==> src/rtl/matrix_multiply_assert.svh <==
// ---------------------------------------------------------------------------
// Matrix multiply assertion macros
// Shared clocking and reset wrappers for concurrent assertions.
// ---------------------------------------------------------------------------
`ifndef MATRIX_MULTIPLY_ASSERT_SVH
`define MATRIX_MULTIPLY_ASSERT_SVH

// Property checked on every rising clk edge outside reset
`define MM_ASSERT(label, prop, msg) \
  label: assert property (@(posedge clk) disable iff (rst) (prop)) else $error(msg);

// Condition that must never be seen outside reset
`define MM_NEVER(label, cond, msg) \
  label: assert property (@(posedge clk) disable iff (rst) !(cond)) else $error(msg);

`endif

==> src/rtl/mm_pkg.sv <==
// ---------------------------------------------------------------------------
// mm_pkg
// Types, codes and helpers shared by the matrix multiply modules.
// ---------------------------------------------------------------------------
package mm_pkg;

  // Default largest matrix dimension
  localparam int MAX_DIM_DEF = 8;

  // Field widths fixed by the stream format
  localparam int IDX_W = 3;
  localparam int VAL_W = 32;
  localparam int DIM_W = 4;
  localparam int REG_IDX_W = 2;

  // Input item kinds (carried on s_tuser)
  typedef enum logic [1:0] {
    MODE_LOAD_A  = 2'd0,
    MODE_LOAD_B  = 2'd1,
    MODE_COMPUTE = 2'd2
  } mode_t;

  // Configuration register indexes
  localparam logic [REG_IDX_W-1:0] REG_A_ROWS = 2'd0;
  localparam logic [REG_IDX_W-1:0] REG_A_COLS = 2'd1;
  localparam logic [REG_IDX_W-1:0] REG_B_ROWS = 2'd2;
  localparam logic [REG_IDX_W-1:0] REG_B_COLS = 2'd3;

  localparam logic [DIM_W-1:0] DIM_RESET = 4'd8;

  // Commands from controller to datapath
  typedef struct packed {
    logic             wr_a;
    logic             wr_b;
    logic [IDX_W-1:0] wr_row;
    logic [IDX_W-1:0] wr_col;
    logic             rd_en;
    logic [IDX_W-1:0] rd_i;
    logic [IDX_W-1:0] rd_j;
    logic [IDX_W-1:0] rd_k;
    logic             clear;
    logic             out_load;
    logic             out_err;
    logic [IDX_W-1:0] out_row;
    logic [IDX_W-1:0] out_col;
    logic             out_last;
  } mm_cmd_t;

  // Status from datapath to controller
  typedef struct packed {
    logic pipe_busy;
    logic out_free;
  } mm_status_t;

  // Dimension actually used: zero counts as one, large values clamp
  function automatic logic [DIM_W-1:0] used_dim(logic [DIM_W-1:0] r,
                                                logic [DIM_W-1:0] max_d);
    logic [DIM_W-1:0] d;
    d = r;
    if (r == '0) d = 4'd1;
    else if (r > max_d) d = max_d;
    return d;
  endfunction

endpackage

==> src/rtl/mm_ctrl.sv <==
// ---------------------------------------------------------------------------
// mm_ctrl
// Controller: configuration registers, item decode and the run sequencer
// that walks rows, columns and the inner sum index.
// ---------------------------------------------------------------------------
module mm_ctrl #(
  parameter int MAX_DIM = mm_pkg::MAX_DIM_DEF
) (
  input  logic                           clk,
  input  logic                           rst,
  input  logic                           in_valid,
  output logic                           in_ready,
  input  logic [1:0]                     in_mode,
  input  logic [mm_pkg::IDX_W-1:0]       in_row,
  input  logic [mm_pkg::IDX_W-1:0]       in_col,
  input  logic                           cfg_we,
  input  logic [mm_pkg::REG_IDX_W-1:0]   cfg_index,
  input  logic [mm_pkg::DIM_W-1:0]       cfg_data,
  input  mm_pkg::mm_status_t             status,
  output mm_pkg::mm_cmd_t                cmd
);

  localparam logic [mm_pkg::DIM_W-1:0] MAX_D = mm_pkg::DIM_W'(MAX_DIM);

  typedef enum logic [4:0] {
    S_IDLE = 5'b00001,
    S_READ = 5'b00010,
    S_WAIT = 5'b00100,
    S_EMIT = 5'b01000,
    S_ERR  = 5'b10000
  } state_t;

  state_t state, state_next;

  logic [mm_pkg::DIM_W-1:0] a_rows, a_cols, b_rows, b_cols;
  logic [mm_pkg::DIM_W-1:0] m, n, p, m_next, n_next, p_next;
  logic [mm_pkg::IDX_W-1:0] i, j, k, i_next, j_next, k_next;
  logic [mm_pkg::DIM_W-1:0] used_m, used_n, used_br, used_p;
  logic                     accept, in_range, k_last, j_last, i_last;

  // Configuration registers
  always_ff @(posedge clk) begin
    if (rst) begin
      a_rows <= mm_pkg::DIM_RESET;
      a_cols <= mm_pkg::DIM_RESET;
      b_rows <= mm_pkg::DIM_RESET;
      b_cols <= mm_pkg::DIM_RESET;
    end else if (cfg_we) begin
      unique case (cfg_index)
        mm_pkg::REG_A_ROWS: a_rows <= cfg_data;
        mm_pkg::REG_A_COLS: a_cols <= cfg_data;
        mm_pkg::REG_B_ROWS: b_rows <= cfg_data;
        mm_pkg::REG_B_COLS: b_cols <= cfg_data;
        default: ;
      endcase
    end
  end

  assign used_m  = mm_pkg::used_dim(a_rows, MAX_D);
  assign used_n  = mm_pkg::used_dim(a_cols, MAX_D);
  assign used_br = mm_pkg::used_dim(b_rows, MAX_D);
  assign used_p  = mm_pkg::used_dim(b_cols, MAX_D);

  assign in_ready = (state == S_IDLE);
  assign accept   = in_valid && in_ready;
  assign in_range = ({1'b0, in_row} < MAX_D) && ({1'b0, in_col} < MAX_D);

  assign k_last = ({1'b0, k} == n - 4'd1);
  assign j_last = ({1'b0, j} == p - 4'd1);
  assign i_last = ({1'b0, i} == m - 4'd1);

  // Next state and commands
  always_comb begin
    state_next   = state;
    m_next       = m;
    n_next       = n;
    p_next       = p;
    i_next       = i;
    j_next       = j;
    k_next       = k;
    cmd          = '0;
    cmd.wr_row   = in_row;
    cmd.wr_col   = in_col;
    cmd.rd_i     = i;
    cmd.rd_j     = j;
    cmd.rd_k     = k;
    cmd.out_row  = i;
    cmd.out_col  = j;
    cmd.out_last = i_last && j_last;
    unique case (state)
      S_IDLE: begin
        cmd.clear = 1'b1;
        if (accept) begin
          case (mm_pkg::mode_t'(in_mode))
            mm_pkg::MODE_LOAD_A: cmd.wr_a = in_range;
            mm_pkg::MODE_LOAD_B: cmd.wr_b = in_range;
            mm_pkg::MODE_COMPUTE: begin
              m_next = used_m;
              n_next = used_n;
              p_next = used_p;
              i_next = '0;
              j_next = '0;
              k_next = '0;
              state_next = (used_n != used_br) ? S_ERR : S_READ;
            end
            default: ;
          endcase
        end
      end
      S_READ: begin
        cmd.rd_en = 1'b1;
        if (k_last) begin
          k_next     = '0;
          state_next = S_WAIT;
        end else begin
          k_next = k + 3'd1;
        end
      end
      S_WAIT: begin
        if (!status.pipe_busy) state_next = S_EMIT;
      end
      S_EMIT: begin
        if (status.out_free) begin
          cmd.out_load = 1'b1;
          cmd.clear    = 1'b1;
          if (i_last && j_last) begin
            state_next = S_IDLE;
          end else begin
            state_next = S_READ;
            if (j_last) begin
              j_next = '0;
              i_next = i + 3'd1;
            end else begin
              j_next = j + 3'd1;
            end
          end
        end
      end
      S_ERR: begin
        if (status.out_free) begin
          cmd.out_load = 1'b1;
          cmd.out_err  = 1'b1;
          state_next   = S_IDLE;
        end
      end
      default: state_next = S_IDLE;
    endcase
  end

  // Sequencer registers
  always_ff @(posedge clk) begin
    if (rst) begin
      state <= S_IDLE;
      m     <= '0;
      n     <= '0;
      p     <= '0;
      i     <= '0;
      j     <= '0;
      k     <= '0;
    end else begin
      state <= state_next;
      m     <= m_next;
      n     <= n_next;
      p     <= p_next;
      i     <= i_next;
      j     <= j_next;
      k     <= k_next;
    end
  end

endmodule

==> config.mk <==
export PLATFORM = sky130hd
export DESIGN_NAME = mm_ctrl
export DESIGN_NICKNAME = d
export VERILOG_FILES = /design/src/rtl/matrix_multiply_assert.svh /design/src/rtl/mm_pkg.sv /design/src/rtl/mm_ctrl.sv
export SDC_FILE = /design/constraint.sdc
export NUM_CORES = 1
export LEC_CHECK = 0
export BUFFER_PORTS_ARGS = -buffer_cell sky130_fd_sc_hd__buf_4
export CAP_MARGIN = 5
export CORE_ASPECT_RATIO = 0.7
export CORE_MARGIN = 3
export CORE_UTILIZATION = 40
export CTS_BUF_LIST = sky130_fd_sc_hd__clkbuf_4 sky130_fd_sc_hd__clkbuf_8
export DETAILED_ROUTE_END_ITERATION = 8
export GPL_TIMING_DRIVEN = 0
export SYNTH_ARGS = -nofsm -noshare
export SYNTH_HDL_FRONTEND = slang
export SYNTH_SLANG_ARGS = --single-unit
==> constraint.sdc <==
create_clock -name clk -period 4.05 [get_ports clk]
set_input_delay 0 -clock clk [delete_from_list [all_inputs] [get_ports clk]]
set_output_delay 0 -clock clk [all_outputs]
set_load 0.01 [all_outputs]
[Word level (Yosys, flattened, before mapping)]
Index checks and enable logic that the tools add are counted.
Storage, ports and cells
  input bits: 20
  register bits: 42
Cells by class
  equality and inequality tests: 22
  $add $sub $neg: 6
  magnitude comparators: 4
  reduce and logical (&&, ||, !) cells: 19
  multiplexer cells: 38
Operators by type and width (count)
  $mux W5: 7
  $mux W4: 8
  $mux W3: 9
  $pmux W5 S5: 1
  $pmux W3 S2: 3
  $gt A4 B4 Y1 const B: 4
  $logic_not A4 Y1: 4
  $eq A3 B4 Y1: 3
  $ne A2 B2 Y1 const B: 6
  $reduce_and A6 Y1: 2
  $sub A4 B1 Y4 const B: 3
  $add A3 B1 Y3 const B: 3
  $mux W2: 4
  $reduce_and A2 Y1: 4
  $eq A2 B2 Y1 const B: 3
  $reduce_and A3 Y1: 2
  $eq A5 B1 Y1 const B: 1
  $eq A5 B2 Y1 const B: 1
  $eq A5 B3 Y1 const B: 1
  $eq A5 B4 Y1 const B: 1
  $eq A5 B5 Y1 const B: 1
  $reduce_and A5 Y1: 1
  $eq A2 B1 Y1 const B: 2
  $logic_not A2 Y1: 2
  6 further kinds: 13

[Logic depth before layout (Yosys ltp)]
  depth in word-level cells: 8
  mapped depth: 8

[Worst setup path after synthesis]
OpenSTA, ideal clock, no wires.
  kind: register to register
  from: register p[0] (netlist name)
  to: register i[2] (netlist name)
  data required time: 3918 ps
  clock period less this slack: 1928 ps
  setup time: 132 ps
  cell stages (with the launch flop): 9
  setup slack: 2122 ps
  arrival: 1795 ps
  cells stage by stage: dfxtp_1 > inv_1 > ha_1 > xnor2_1 > nor4b_1 > o311ai_1 > buf_2 > o311ai_0 > a21oi_1
On the way
  longest elaborated chain between the ends: 5
RTL lines
  from (decl): line mm_ctrl.sv:36  | logic [mm_pkg::DIM_W-1:0] m, n, p, m_next, n_next, p_next;
  from (signal assigned): line mm_ctrl.sv:164  | p <= p_next;
  $sub A4 B1 Y4 (*): line mm_ctrl.sv:69  | assign j_last = ({1'b0, j} == p - 4'd1);
  $eq A3 B4 Y1 (*): line mm_ctrl.sv:69
  $logic_and A1 B1 Y1: line mm_ctrl.sv:126  | if (i_last && j_last) begin
  $ne A2 B2 Y1 (no line)
  $reduce_and A6 Y1 (no line) (*)
  to (signal assigned): line mm_ctrl.sv:165  | i <= i_next;
  to (decl): line mm_ctrl.sv:37  | logic [mm_pkg::IDX_W-1:0] i, j, k, i_next, j_next, k_next;
Every way passes the cells marked *; elsewhere a longest branch is shown, timed or not.
A chain may end at the register's enable or synchronous reset.

==> metrics.md <==
| Metric | Value |
|---|---|
| Iter 0 DRT Violations | between 90 and 100 |
| H-tree levels | 2 |
| Core ar. | approximately 0.0055 mm2 |
| Setup WS post-layout | 1.77 ns |
| Post-layout minimum cycle time | around 2.3 ns |
| Clk root buf | clkbuf_8 |
| Setup TNS | 0 ns |
| Worst min-delay path class | input pin to flip-flop |
| Post-route cell area | about 0.003 mm2 |
| GRT overflow | 0 |
| Syn_area_per_cell | roughly 8.5 um2 |
| Max_slew headroom | 0.493 |
| CP arrival | roughly 2.3 ns |
| Sw power | about 320 uW |
| Initial antenna violation count | 0 |
| DR vias/cell | about 5.3 |
| Post-synth top area cell | dfxtp_1 |
| WL final | approximately 5600 um |
| Post-synth top area share | 0.350 |
| Sequential share of the synthesized area | 0.350 |
| Final hold vios | 0 |
| Syn Nets | between 300 and 400 |
| Share of cells above drive strength 1 | 0.223 |
| # fillers | about 530 |
| Switching share of power | 0.284 |
| Count leader, synth | dfxtp_1 |
| Ys flop type | dfxtp_1 |
| Max Buffers Root-to-Sink | 2 |
| Critical Path Source Type | flip-flop |
| Sequential fraction of design power | 0.395 |
| Vias in the first global route | between 1500 and 2000 |
| Number of enable flip-flop cells after synthesis | 0 |
| Synth Cell Area | around 0.0024 mm2 |
| PD cells | approximately 380 mW/mm2 |
| I/O pin count | 49 |
| Post-Route Skew | 0.00389 ns |
| Placed Instances | ~400 |
| Gr usage total | 0.168 |
| FF/Latch Area | approximately 840 um2 |
| Max Freq | 439 MHz |
| Die area | about 0.007 mm2 |
| Resized cells post-CTS | 0 |
| Hold Crit Depth | 3 |
| # setup viols final | 0 |
| Number of buffers created by CTS | 5 |
| Pre-CTS setup slack | 1.83 ns |
| Initial Util | 0.437 |
| Largest net degree at the start of global routing | 14 |
| Slew Viols, Final | 0 |
| Area contributors post-synth | dfxtp_1 (35%), mux2i_1 (7.9%), nor2_1 (5.0%) |
| Clock power share | 0.358 |
| RSZ-0062 raised after global routing | no |
| Pint | 817 uW |
| Final nets | between 300 and 400 |
| Final worst path period share | 0.562 |
| DRT antenna net count | 0 |
| First-pass DRT Iterations | 6 |
| Synthesized instance count | 283 |
| Slew @ Worst Pin | ~0.76 ns |
| Wire per inst | between 10 and 15 um |
| FF+latch count, synth | 42 |
| Crit. End Element | primary output |
| Clk slew on worst S/H paths | around 0.08 ns |
| Non-Filler Instances | between 400 and 500 |
| Die Y | about 71 um |
| GP Congestion | between 0.8 and 0.9 |
| Ys Warns | 0 |
| Cell variety after synth | 59 |
| CTS tree | yes |
| Post-synth top cells | dfxtp_1 (42), nor2_1 (32), nand2_1 (25) |
| Multi-input logic area | roughly 0.0014 mm2 |
| P&R area growth vs syn | 24.6% |
| Async SR Flop Fraction | 0 |
| Worst r2r path cells | 8 |
| Leak pwr | approximately 1.3 nW |
| Via count | 2151 |
| ANT cells | 0 |
| First-pass GRT wire length | a little under 10000 um |
| HPWL Detailed | 4240 um |
| Clk_lat worst skew | 0.29 ns |
| Dpl cell area | 0.00280 mm2 |
| Outcome | finished, final reports clean |
| Critical path class | flip-flop to primary output |
| Row cnt | 22 |
| Sink Count | between 40 and 50 |
| Input/output buffers | between 40 and 50 |
| Die X-Extent | 98.7 um |
| Drt drc | 0 |
| Combinational power share | 0.247 |
| IR Drop Worst-Case VDD | around 0.00016 V |
| Crit path max fanout | 10 |
| Critical Path RT | about 4 ns |
| Maxcap violations | 0 |
## through the flow
step | power (mW) | hold slack (ns) | util
2_1_floorplan | 0.642 | 0.0504 | -
6_report | 1.14 | 0.0150 | 0.544
4_1_cts | 1.15 | 0.00912 | 0.544
3_5_place_dp | 0.737 | 0.178 | 0.509
3_3_place_gp | 0.736 | 0.177 | 0.509
5_1_grt | 1.21 | 0.0166 | 0.544
## worst max-delay path, stage by stage (launching register included)
cell      delay, ns
dfxtp_1        0.41
inv_1          0.07
ha_1           0.20
xnor2_1        0.15
and4b_1        0.22
o311ai_1       0.43
buf_2          0.30
nor2_1         0.07
buf_4          0.14
## cell type report
cell class	count	share of cell area
inverters	11	0.0138
clock buffers	6	0.0276
plain buffers	27	0.0564
flip-flops and latches	42	0.281
clock inverters	2	0.0201
multi-input cells	203	0.452
well taps	72	0.0301
repair buffers	46	0.120
## path summary, 6_finish.rpt
kind	start	endpoint	slack [ns]
max	p[0]$_SDFFE_PP0P_	cmd[0]	1.77
min	status[1]	state[0]$_SDFFE_PP1P_	0.01
max reg2reg	p[0]$_SDFFE_PP0P_	i[2]$_SDFFE_PP0P_	1.77
min reg2reg	p[1]$_SDFFE_PP0P_	p[1]$_SDFFE_PP0P_	0.48
## per-layer routing
metal / track usage / vias to the layer above / share of wire
met2: 0.246 / 52 / 0.41
met4: 0.0318 / 0 / 0.0055
met1: 0.254 / 993 / 0.54
met3: 0.0374 / 4 / 0.049
li1: - / 1102 / -
met5: 0 / - / 0
## flip-flops by register name, summed over array words and instances (netlist names), 4 cells and up
signal and flops:
n 4, b_rows 4, b_cols 4, a_cols 4
p 4, m 4, state 5, a_rows 4
## logic make-up (layout without fill, tap and decap cells)
kind of cell	after synthesis	count (layout)	synth area share
XOR/XNOR	14	14	0.0573
AO/OA/AOI/OAI	53	53	0.149
AND/OR/NAND/NOR	111	111	0.246
multiplexers	19	19	0.0791
adder cells (fa/ha/maj)	6	6	0.0312
flip-flops	42	42	0.350
buffers and inverters	38	92	0.0875
## layout by cell type, fill, tap and decap left out, types with 2 or more instances in the layout
cell type,Yosys,routed
clkbuf_8,0,6
o2111ai_1,2,2
dfxtp_1,42,42
nor3b_1,2,2
or3_1,4,4
buf_4,12,53
nor4b_1,4,4
a21o_1,3,3
bufinv_16,0,2
nor2_1,32,32
buf_2,6,6
inv_1,11,11
o21ai_1,2,2
nor4_1,3,3
xor2_1,6,6
and4b_1,2,2
dlygate4sd3_1,0,5
mux2i_1,19,19
nor3_1,9,9
nand2_1,25,25
nand3b_1,11,11
buf_6,2,2
o21ai_0,4,4
a21oi_1,21,21
o211ai_1,3,3
ha_1,6,6
clkbuf_1,7,7
xnor2_1,7,7
nand3_1,5,5
## repair_timing
action | 4_1_cts | 5_1_grt
hold endpoints to repair | 15 | 0
hold buffers | 5 | 0
setup buffers | 0 | 0
## power by group through the flow
stage	logic (mW)	clock network [mW]	registers, mW
floorplan	0.187	0	0.455
global placement	0.275	0	0.460
detailed placement	0.277	0	0.460
CTS	0.282	0.415	0.450
global route	0.317	0.434	0.454
finish	0.282	0.408	0.450
Power figures use the tool's default switching activity.
